[config.mk]
export PLATFORM = sky130hd
export DESIGN_NAME = hsv_to_rgb_converter
export DESIGN_NICKNAME = d
export VERILOG_FILES = /design/src/design/hsvrgb_pkg.sv /design/src/design/hsv_to_rgb_converter.sv
export SDC_FILE = /design/constraint.sdc
export NUM_CORES = 2
export LEC_CHECK = 0
export ABC_CLOCK_PERIOD_IN_PS = 19600
export BUFFER_PORTS_ARGS = -buffer_cell sky130_fd_sc_hd__buf_4
export CAP_MARGIN = 25
export CORE_AREA = 2 2 270 272
export CTS_CLUSTER_DIAMETER = 60
export CTS_CLUSTER_SIZE = 25
export DETAILED_ROUTE_END_ITERATION = 12
export DIE_AREA = 0 0 272 274
export PLACE_DENSITY = 0.71
export SETUP_SLACK_MARGIN = 0.2
export SYNTH_ARGS = -nofsm -noshare
export SYNTH_HDL_FRONTEND = slang
export SYNTH_SLANG_ARGS = --single-unit
[constraint.sdc]
create_clock -name clk -period 19.6 [get_ports clk]
set_clock_uncertainty 0.05 [all_clocks]
set_input_delay 3.92 -clock clk [delete_from_list [all_inputs] [get_ports clk]]
set_output_delay 3.92 -clock clk [all_outputs]
set_load 0.01 [all_outputs]
[src/design/hsvrgb_pkg.sv]
// Shared constants, types and helpers for the HSV to RGB converter.
package hsvrgb_pkg;

    localparam int FRAC_BITS    = 12;
    localparam int VAL_W        = FRAC_BITS + 1;
    localparam int HUE_W        = 16;
    localparam int IN_W         = 13;
    localparam int CHAN_W       = 13;
    localparam int ONE_FX       = 1 << FRAC_BITS;
    localparam int SECTOR_UNITS = 3840;
    localparam int FULL_TURN    = 6 * SECTOR_UNITS;
    localparam int REM_W        = $clog2(SECTOR_UNITS);
    localparam int NUM_W        = REM_W + FRAC_BITS;

    // Reciprocal of the sector width, rounded up. The extra 24 bits of scale keep the
    // rounding error below one step of the quotient for every possible remainder.
    localparam int FF_SHIFT = FRAC_BITS + 24;
    localparam longint unsigned FF_RECIP =
        ((64'd1 << FF_SHIFT) + SECTOR_UNITS - 1) / SECTOR_UNITS;
    localparam int RECIP_W  = $clog2(FF_RECIP + 1);
    localparam int FFP_W    = NUM_W + RECIP_W;

    typedef enum logic [2:0] {
        SEC_RED_YEL = 3'd0,
        SEC_YEL_GRN = 3'd1,
        SEC_GRN_CYN = 3'd2,
        SEC_CYN_BLU = 3'd3,
        SEC_BLU_MAG = 3'd4,
        SEC_MAG_RED = 3'd5
    } sector_t;

    // Clamp an input component to 1.0.
    function automatic logic [VAL_W-1:0] sat_one(input logic [IN_W-1:0] x);
        if (int'(x) > ONE_FX)
        begin
            return VAL_W'(ONE_FX);
        end
        return VAL_W'(x);
    endfunction

endpackage

[src/design/hsv_to_rgb_converter.sv]
// HSV to RGB converter: five-stage pipeline, one pixel word per clock cycle unless
// out_ready stalls it. After the sector decode, each stage holds one multiply level
// (divide-by-constant with the v*(1-s) term, two s*f terms, two v*(1-x) terms),
// followed by the sector select into the output register.
// Each stage advances when it is empty or the next one advances, so bubbles collapse.
// rst_n clears the stage valid bits asynchronously; data registers are not reset.
module hsv_to_rgb_converter (
    input  logic                           clk,
    input  logic                           rst_n,
    input  logic                           in_valid,
    output logic                           in_ready,
    input  logic [hsvrgb_pkg::HUE_W-1:0]   hue,
    input  logic [hsvrgb_pkg::IN_W-1:0]    saturation,
    input  logic [hsvrgb_pkg::IN_W-1:0]    brightness,
    output logic                           out_valid,
    input  logic                           out_ready,
    output logic [hsvrgb_pkg::CHAN_W-1:0]  red,
    output logic [hsvrgb_pkg::CHAN_W-1:0]  green,
    output logic [hsvrgb_pkg::CHAN_W-1:0]  blue
);
    import hsvrgb_pkg::*;

    localparam logic [VAL_W-1:0]   ONE_V   = VAL_W'(ONE_FX);
    localparam logic [RECIP_W-1:0] RECIP_V = RECIP_W'(FF_RECIP);

    // Stage valid bits and advance enables.
    logic v1_reg, v2_reg, v3_reg, v4_reg, v5_reg;
    logic en1, en2, en3, en4, en5;

    // Stage 1: clamped inputs, sector and remainder.
    sector_t            s1_sec_reg, s1_sec_next;
    logic [REM_W-1:0]   s1_rem_reg, s1_rem_next;
    logic [VAL_W-1:0]   s1_s_reg, s1_s_next;
    logic [VAL_W-1:0]   s1_v_reg, s1_v_next;
    logic               s1_gray_reg, s1_gray_next;
    logic [HUE_W-1:0]   hue_w;
    logic [HUE_W-1:0]   sec_base;

    // Stage 2: fraction and p.
    sector_t            s2_sec_reg;
    logic [VAL_W-1:0]   s2_s_reg, s2_v_reg;
    logic               s2_gray_reg;
    logic [FRAC_BITS-1:0] s2_ff_reg, s2_ff_next;
    logic [VAL_W-1:0]   s2_p_reg, s2_p_next;
    logic [NUM_W-1:0]   ff_num;
    logic [FFP_W-1:0]   ff_prod;
    logic [2*VAL_W-1:0] p_prod;

    // Stage 3: scaled saturation terms.
    sector_t            s3_sec_reg;
    logic [VAL_W-1:0]   s3_v_reg, s3_p_reg;
    logic               s3_gray_reg;
    logic [VAL_W-1:0]   s3_a_reg, s3_a_next;
    logic [VAL_W-1:0]   s3_b_reg, s3_b_next;
    logic [VAL_W+FRAC_BITS-1:0] a_prod;
    logic [2*VAL_W-1:0] b_prod;

    // Stage 4: q and t.
    sector_t            s4_sec_reg;
    logic [VAL_W-1:0]   s4_v_reg, s4_p_reg;
    logic               s4_gray_reg;
    logic [VAL_W-1:0]   s4_q_reg, s4_q_next;
    logic [VAL_W-1:0]   s4_t_reg, s4_t_next;
    logic [2*VAL_W-1:0] q_prod, t_prod;

    // Stage 5: output register.
    logic [CHAN_W-1:0]  red_reg, red_next;
    logic [CHAN_W-1:0]  green_reg, green_next;
    logic [CHAN_W-1:0]  blue_reg, blue_next;

    assign en5      = !v5_reg || out_ready;
    assign en4      = !v4_reg || en5;
    assign en3      = !v3_reg || en4;
    assign en2      = !v2_reg || en3;
    assign en1      = !v1_reg || en2;
    assign in_ready = en1;

    always_comb
    begin
        s1_s_next    = sat_one(saturation);
        s1_v_next    = sat_one(brightness);
        s1_gray_next = (saturation == '0);
        hue_w        = (int'(hue) >= FULL_TURN) ? '0 : hue;
        if (int'(hue_w) < SECTOR_UNITS)
        begin
            s1_sec_next = SEC_RED_YEL;
            sec_base    = '0;
        end
        else if (int'(hue_w) < 2 * SECTOR_UNITS)
        begin
            s1_sec_next = SEC_YEL_GRN;
            sec_base    = HUE_W'(SECTOR_UNITS);
        end
        else if (int'(hue_w) < 3 * SECTOR_UNITS)
        begin
            s1_sec_next = SEC_GRN_CYN;
            sec_base    = HUE_W'(2 * SECTOR_UNITS);
        end
        else if (int'(hue_w) < 4 * SECTOR_UNITS)
        begin
            s1_sec_next = SEC_CYN_BLU;
            sec_base    = HUE_W'(3 * SECTOR_UNITS);
        end
        else if (int'(hue_w) < 5 * SECTOR_UNITS)
        begin
            s1_sec_next = SEC_BLU_MAG;
            sec_base    = HUE_W'(4 * SECTOR_UNITS);
        end
        else
        begin
            s1_sec_next = SEC_MAG_RED;
            sec_base    = HUE_W'(5 * SECTOR_UNITS);
        end
        s1_rem_next = REM_W'(hue_w - sec_base);
    end

    // Fraction within the sector: (rem << FRAC_BITS) / 3840 by reciprocal multiply, and p.
    always_comb
    begin
        ff_num     = {s1_rem_reg, {FRAC_BITS{1'b0}}};
        ff_prod    = FFP_W'(ff_num) * FFP_W'(RECIP_V);
        s2_ff_next = ff_prod[FF_SHIFT +: FRAC_BITS];
        p_prod     = (2*VAL_W)'(s1_v_reg) * (2*VAL_W)'(ONE_V - s1_s_reg);
        s2_p_next  = p_prod[FRAC_BITS +: VAL_W];
    end

    always_comb
    begin
        a_prod    = (VAL_W+FRAC_BITS)'(s2_s_reg) * (VAL_W+FRAC_BITS)'(s2_ff_reg);
        s3_a_next = a_prod[FRAC_BITS +: VAL_W];
        b_prod    = (2*VAL_W)'(s2_s_reg) * (2*VAL_W)'(ONE_V - VAL_W'(s2_ff_reg));
        s3_b_next = b_prod[FRAC_BITS +: VAL_W];
    end

    always_comb
    begin
        q_prod    = (2*VAL_W)'(s3_v_reg) * (2*VAL_W)'(ONE_V - s3_a_reg);
        s4_q_next = q_prod[FRAC_BITS +: VAL_W];
        t_prod    = (2*VAL_W)'(s3_v_reg) * (2*VAL_W)'(ONE_V - s3_b_reg);
        s4_t_next = t_prod[FRAC_BITS +: VAL_W];
    end

    always_comb
    begin
        if (s4_gray_reg)
        begin
            red_next   = CHAN_W'(s4_v_reg);
            green_next = CHAN_W'(s4_v_reg);
            blue_next  = CHAN_W'(s4_v_reg);
        end
        else
        begin
            case (s4_sec_reg)
                SEC_RED_YEL:
                begin
                    red_next   = CHAN_W'(s4_v_reg);
                    green_next = CHAN_W'(s4_t_reg);
                    blue_next  = CHAN_W'(s4_p_reg);
                end
                SEC_YEL_GRN:
                begin
                    red_next   = CHAN_W'(s4_q_reg);
                    green_next = CHAN_W'(s4_v_reg);
                    blue_next  = CHAN_W'(s4_p_reg);
                end
                SEC_GRN_CYN:
                begin
                    red_next   = CHAN_W'(s4_p_reg);
                    green_next = CHAN_W'(s4_v_reg);
                    blue_next  = CHAN_W'(s4_t_reg);
                end
                SEC_CYN_BLU:
                begin
                    red_next   = CHAN_W'(s4_p_reg);
                    green_next = CHAN_W'(s4_q_reg);
                    blue_next  = CHAN_W'(s4_v_reg);
                end
                SEC_BLU_MAG:
                begin
                    red_next   = CHAN_W'(s4_t_reg);
                    green_next = CHAN_W'(s4_p_reg);
                    blue_next  = CHAN_W'(s4_v_reg);
                end
                default:
                begin
                    red_next   = CHAN_W'(s4_v_reg);
                    green_next = CHAN_W'(s4_p_reg);
                    blue_next  = CHAN_W'(s4_q_reg);
                end
            endcase
        end
    end

    always_ff @(posedge clk or negedge rst_n)
    begin
        if (!rst_n)
        begin
            v1_reg <= 1'b0;
            v2_reg <= 1'b0;
            v3_reg <= 1'b0;
            v4_reg <= 1'b0;
            v5_reg <= 1'b0;
        end
        else
        begin
            if (en1)
            begin
                v1_reg <= in_valid;
            end
            if (en2)
            begin
                v2_reg <= v1_reg;
            end
            if (en3)
            begin
                v3_reg <= v2_reg;
            end
            if (en4)
            begin
                v4_reg <= v3_reg;
            end
            if (en5)
            begin
                v5_reg <= v4_reg;
            end
        end
    end

    always_ff @(posedge clk)
    begin
        if (en1)
        begin
            s1_sec_reg  <= s1_sec_next;
            s1_rem_reg  <= s1_rem_next;
            s1_s_reg    <= s1_s_next;
            s1_v_reg    <= s1_v_next;
            s1_gray_reg <= s1_gray_next;
        end
        if (en2)
        begin
            s2_sec_reg  <= s1_sec_reg;
            s2_s_reg    <= s1_s_reg;
            s2_v_reg    <= s1_v_reg;
            s2_gray_reg <= s1_gray_reg;
            s2_ff_reg   <= s2_ff_next;
            s2_p_reg    <= s2_p_next;
        end
        if (en3)
        begin
            s3_sec_reg  <= s2_sec_reg;
            s3_v_reg    <= s2_v_reg;
            s3_p_reg    <= s2_p_reg;
            s3_gray_reg <= s2_gray_reg;
            s3_a_reg    <= s3_a_next;
            s3_b_reg    <= s3_b_next;
        end
        if (en4)
        begin
            s4_sec_reg  <= s3_sec_reg;
            s4_v_reg    <= s3_v_reg;
            s4_p_reg    <= s3_p_reg;
            s4_gray_reg <= s3_gray_reg;
            s4_q_reg    <= s4_q_next;
            s4_t_reg    <= s4_t_next;
        end
        if (en5)
        begin
            red_reg   <= red_next;
            green_reg <= green_next;
            blue_reg  <= blue_next;
        end
    end

    assign out_valid = v5_reg;
    assign red       = red_reg;
    assign green     = green_reg;
    assign blue      = blue_reg;

    // The sector remainder always stays inside one sector.
    a_rem_in_sector: assert property (@(posedge clk) disable iff (!rst_n)
        v1_reg |-> (int'(s1_rem_reg) < SECTOR_UNITS))
        else $error("sector remainder out of range");

    // The reciprocal multiply must never round the fraction up to 1.0.
    a_ff_below_one: assert property (@(posedge clk) disable iff (!rst_n)
        v2_reg |-> (int'(s2_ff_reg) < ONE_FX))
        else $error("sector fraction reached one");

    // A stalled stage two keeps its word until stage three frees up.
    a_stage2_hold: assert property (@(posedge clk) disable iff (!rst_n)
        (v2_reg && !en3) |=> (v2_reg && $stable(s2_ff_reg) && $stable(s2_p_reg)))
        else $error("stalled stage two lost its word");

    // No channel can exceed the clamped value.
    a_out_range: assert property (@(posedge clk) disable iff (!rst_n)
        v5_reg |-> (int'(red_reg) <= ONE_FX && int'(green_reg) <= ONE_FX
                    && int'(blue_reg) <= ONE_FX))
        else $error("output channel above full intensity");

endmodule

Word level (Yosys, flattened, before mapping). Index checks and enable logic that the tools add are counted.

Add/sub/neg operators: 5. $mul: 6. Magnitude comparators: 8. Equal/unequal tests: 4. Multiplexer cells: 22. Reduce and logical (&&, ||, !) cells: 18.

Operators by type and width (number): 13-bit one-hot mux with 3 select lines (3); 14-bit by 14-bit multiplier with 25-bit output (4); 13-bit two-way mux (7); 12-bit two-way mux (4); 13-bit by 13-bit subtractor with 14-bit output (first input constant) (3); 12-bit by 24-bit multiplier with 35-bit output (second input constant) (1); 16-bit by 14-bit < comparator with 1-bit output (second input constant) (2); 13-bit greater-than comparator (second input constant) (2); 13-bit by 12-bit multiplier with 25-bit output (1); 16-bit by 15-bit greater-or-equal comparator with 1-bit output (second input constant) (1); 16-bit by 12-bit < comparator with 1-bit output (second input constant) (1); 16-bit by 13-bit < comparator with 1-bit output (second input constant) (1); 16-bit by 15-bit < comparator with 1-bit output (second input constant) (1); 16-bit two-way mux (1); 13-bit by 12-bit subtractor with 14-bit output (first input constant) (1); 13-bit logical NOT (1); 12-bit subtractor (1); 11-bit two-way mux (1); 2-bit OR reduction (5); 3-bit by 2-bit == test with 1-bit output (second input constant) (2); 1-bit logical NOT (5); 1-bit logical OR (5); 1-bit two-way mux (4); 2-bit two-way mux (2); other kinds (4) (4).

Flip-flop bits (word level): 253. Input port bits: 46. Logic and storage cells: 96.

Longest topological paths before layout.
Depth after elaboration: 9. Gate-level depth with buffers: 30. Mapped depth without buffers: 28.

Worst setup path before layout. No wires, ideal clock.

Kind: input -> output. Start: in out_ready. End: out in_ready. Data arrival time: 6884 ps. Path slack: 8746 ps. Stages on the path: 4. Cells stage by stage: nor2b_1 -> nand4_1 -> inv_1 -> nand2_1.

Longest elaborated chain between the ends: 5.

Ends and longest elaborated chain: start: declaration (line hsv_to_rgb_converter.sv:16) `input logic out_ready,`; 1-bit logical OR (line hsv_to_rgb_converter.sv:71) `assign en5 = !v5_reg || out_ready;`; 1-bit logical OR (line hsv_to_rgb_converter.sv:72) `assign en4 = !v4_reg || en5;`; 1-bit logical OR (line hsv_to_rgb_converter.sv:73) `assign en3 = !v3_reg || en4;`; 1-bit logical OR (line hsv_to_rgb_converter.sv:74) `assign en2 = !v2_reg || en3;`; named net en2 (line hsv_to_rgb_converter.sv:28) `logic en1, en2, en3, en4, en5;`; 1-bit logical OR (line hsv_to_rgb_converter.sv:75) `assign en1 = !v1_reg || en2;`; end: declaration (line hsv_to_rgb_converter.sv:11) `output logic in_ready,`.

The timed path passes the listed nets, and every way through them passes these cells.

Final worst setup path. Same ends and word-level chain as after synthesis.

==> results.py <==
metrics = {
    "status": {
        "status": "finished, final reports clean",
    },
    "clock_network": {
        "cts-root-buf": "clkbuf_16",
        "post-cts-setup-buffers": 0,
        "cts_resized": 0,
        "clkLatencyLatePin_ns": 0.56,
        "cts_buffers": 21,
        "htreeDepth": 1,
        "cts_hold_buf": 0,
        "clkTransAtPathRegs_ns": 0.08,
        "cts_tree": "built",
        "clockBufferDepth": 3,
        "cts_sinks": 253,
    },
    "finish": {
        "nNetsFinal": 5100,
        "layout-drive-gt1-share": 0.05856,
        "antennaDiodeCount": 0,
        "area_growth_pct": 6.484,
    },
    "routing": {
        "wire_per_inst_um": 16.50,
        "drc": 0,
        "drtAntennaViolNets": 0,
        "drt_iter0_drc": 1546,
        "num_vias": 26204,
        "via_per_inst": 5.307,
        "drtPass1Iterations": 5,
        "drt_wl_total_um": 81460,
    },
    "sta": {
        "worst_pin_slew_ns": 1.099,
        "hold_violations": 0,
        "maxSlewViolCount": 0,
        "max_slew_margin": 0.2623,
        "timing.fmax_mhz": 108.9,
        "min_period_ns": 9.180,
        "grt_setup_unrepaired": "no",
        "setup_viol": 0,
        "setup-tns-final_ns": 0,
        "finalCritPeriodShare": 0.4684,
    },
    "placement": {
        "port-buffer-count": 86,
        "gp_congestion": 0.8541,
        "dp_hpwl_um": 62610,
    },
    "global_route": {
        "first_global_vias": 27896,
        "grt_overflow_total": 0,
        "grt_max_degree": 58,
        "antenna_found_initial": 0,
        "track_usage": 0.2317,
        "grt_pass1_wl_um": 139900,
    },
    "synthesis": {
        "yosys_warnings": 0,
        "yosysMostFrequentCell": "inv_1",
        "syn-cell-area_um2": 38940,
        "async_flop_share": 0.01976,
        "synth_top_flop_cell": "edfxtp_1",
        "ys_ff_latch": 253,
        "synth.distinct_cells": 62,
        "ys_seq_area_frac": 0.1945,
        "synth_edf_count": 248,
        "synth_area_leaders": "fa_1 32%, edfxtp_1 19%, ha_1 15%",
        "synthCells": 3954,
        "ys_top_cells_by_count": "797 x inv_1, 627 x fa_1, 463 x ha_1",
        "syn_area_per_cell_um2": 9.849,
        "synth_nets": 5090,
        "yosysTopAreaCell": "fa_1",
        "synth_top_area_share": 0.3223,
    },
    "worst_hold_path": {
        "hold_class": "flip-flop to flip-flop",
        "min_path_cells": 0,
        "hold_path_end": "s4_p_reg[5]",
        "min-delay-start": "s3_p_reg[5]",
    },
    "floorplanning": {
        "die-height_um": 274,
        "core_area_um2": 71970,
        "die-area_um2": 74530,
        "start_util": 0.5411,
        "pin_count": 87,
        "die_w_um": 272,
        "rows": 99,
    },
    "setup_path": {
        "cp_max_fo": 57,
        "cp-end-kind": "output port",
        "r2r_end": "s2_p_reg[12]",
        "r2r-start": "s1_s_reg[0]",
        "cp-start-kind": "input pin",
        "path_class": "input pin to output port",
        "critical_path_arrival_ns": 5.21,
        "worstRegToRegCells": 25,
        "required_ns": 15.63,
        "r2r_setup_slack_ns": 11.51,
    },
    "job": {
        "maxCapViolCount": 0,
    },
}
==> logic make-up after synthesis <==
family / count (synthesis) / synth area share
simple gates: 1179 / 0.1514
fa+ha+maj: 1090 / 0.4711
buf+inv: 974 / 0.09389
compound gates: 268 / 0.04469
flops: 253 / 0.1945
xor+xnor: 137 / 0.03081
mux: 53 / 0.01362
==> metal layers <==
metal | GRT usage | vias to the layer above | share of wire
met5 | 0 | - | 0
met4 | 0.04237 | 0 | 0.016
met3 | 0.02426 | 92 | 0.050
met2 | 0.4031 | 620 | 0.49
met1 | 0.3182 | 13246 | 0.44
li1 | - | 12246 | -
==> area by class of cell <==
cell class                      count  area [um2]
Tap cell                          959        1200
Timing Repair Buffer              164        1239
Inverter                          797        2992
Clock buffer                       24       536.8
Clock inverter                     14       198.9
Fill cell                        6167       30500
Multi-Input combinational cell   2727       27730
Sequential cell                   253        7572
==> how the worst max path moves through the flow <==
stage | depth (start not counted) | to | slack, ns | from
2_1_floorplan | 4 | in_ready | 8.75 | out_ready
3_3_place_gp | 7 | in_ready | 10.38 | out_ready
3_5_place_dp | 7 | in_ready | 10.40 | out_ready
4_1_cts | 7 | in_ready | 10.39 | out_ready
5_1_grt | 7 | in_ready | 10.28 | out_ready
6_report | 7 | in_ready | 10.42 | out_ready
==> critical path, stage by stage <==
cell and delay [ns]:
buf_4 0.11, nor2b_1 0.30, nand4_1 0.14, buf_4 0.35, inv_1 0.14, nand2_2 0.09
buf_4 0.15
==> layout by cell type, fill, tap and decap left out, types with 20 or more instances in the layout <==
cell	synthesis	final
xor2_1	35	35
and2_1	429	429
nor3_1	26	26
nand2_1	456	454
nor2b_1	38	38
clkbuf_16	0	21
o21ai_0	48	48
xnor2_1	102	102
ha_1	463	463
or2_2	20	20
fa_1	627	627
o22a_1	27	27
edfxtp_1	248	248
buf_4	0	162
nor2_1	127	127
inv_1	797	797
mux2i_1	53	53
a21oi_1	93	93
==> metrics by stage <==
| stage | cells | hold WS [ns] | worst slack, ns | instance area [um2] | utilization |
|---|---|---|---|---|---|
| 2_1_floorplan | 3954 | 0.3503 | 8.746 | 38940 | - |
| 3_3_place_gp | 4891 | 0.3514 | 10.38 | 40660 | 0.5649 |
| 3_5_place_dp | 4897 | 0.3545 | 10.40 | 40710 | 0.5656 |
| 4_1_cts | 4935 | 0.3649 | 10.39 | 41440 | 0.5759 |
| 5_1_grt | 4938 | 0.3807 | 10.28 | 41470 | 0.5762 |
| 6_report | 4938 | 0.3609 | 10.42 | 41470 | 0.5762 |
Power is not shown: default switching activity piles up to over one toggle a cycle in this logic, so the estimate is an artifact.
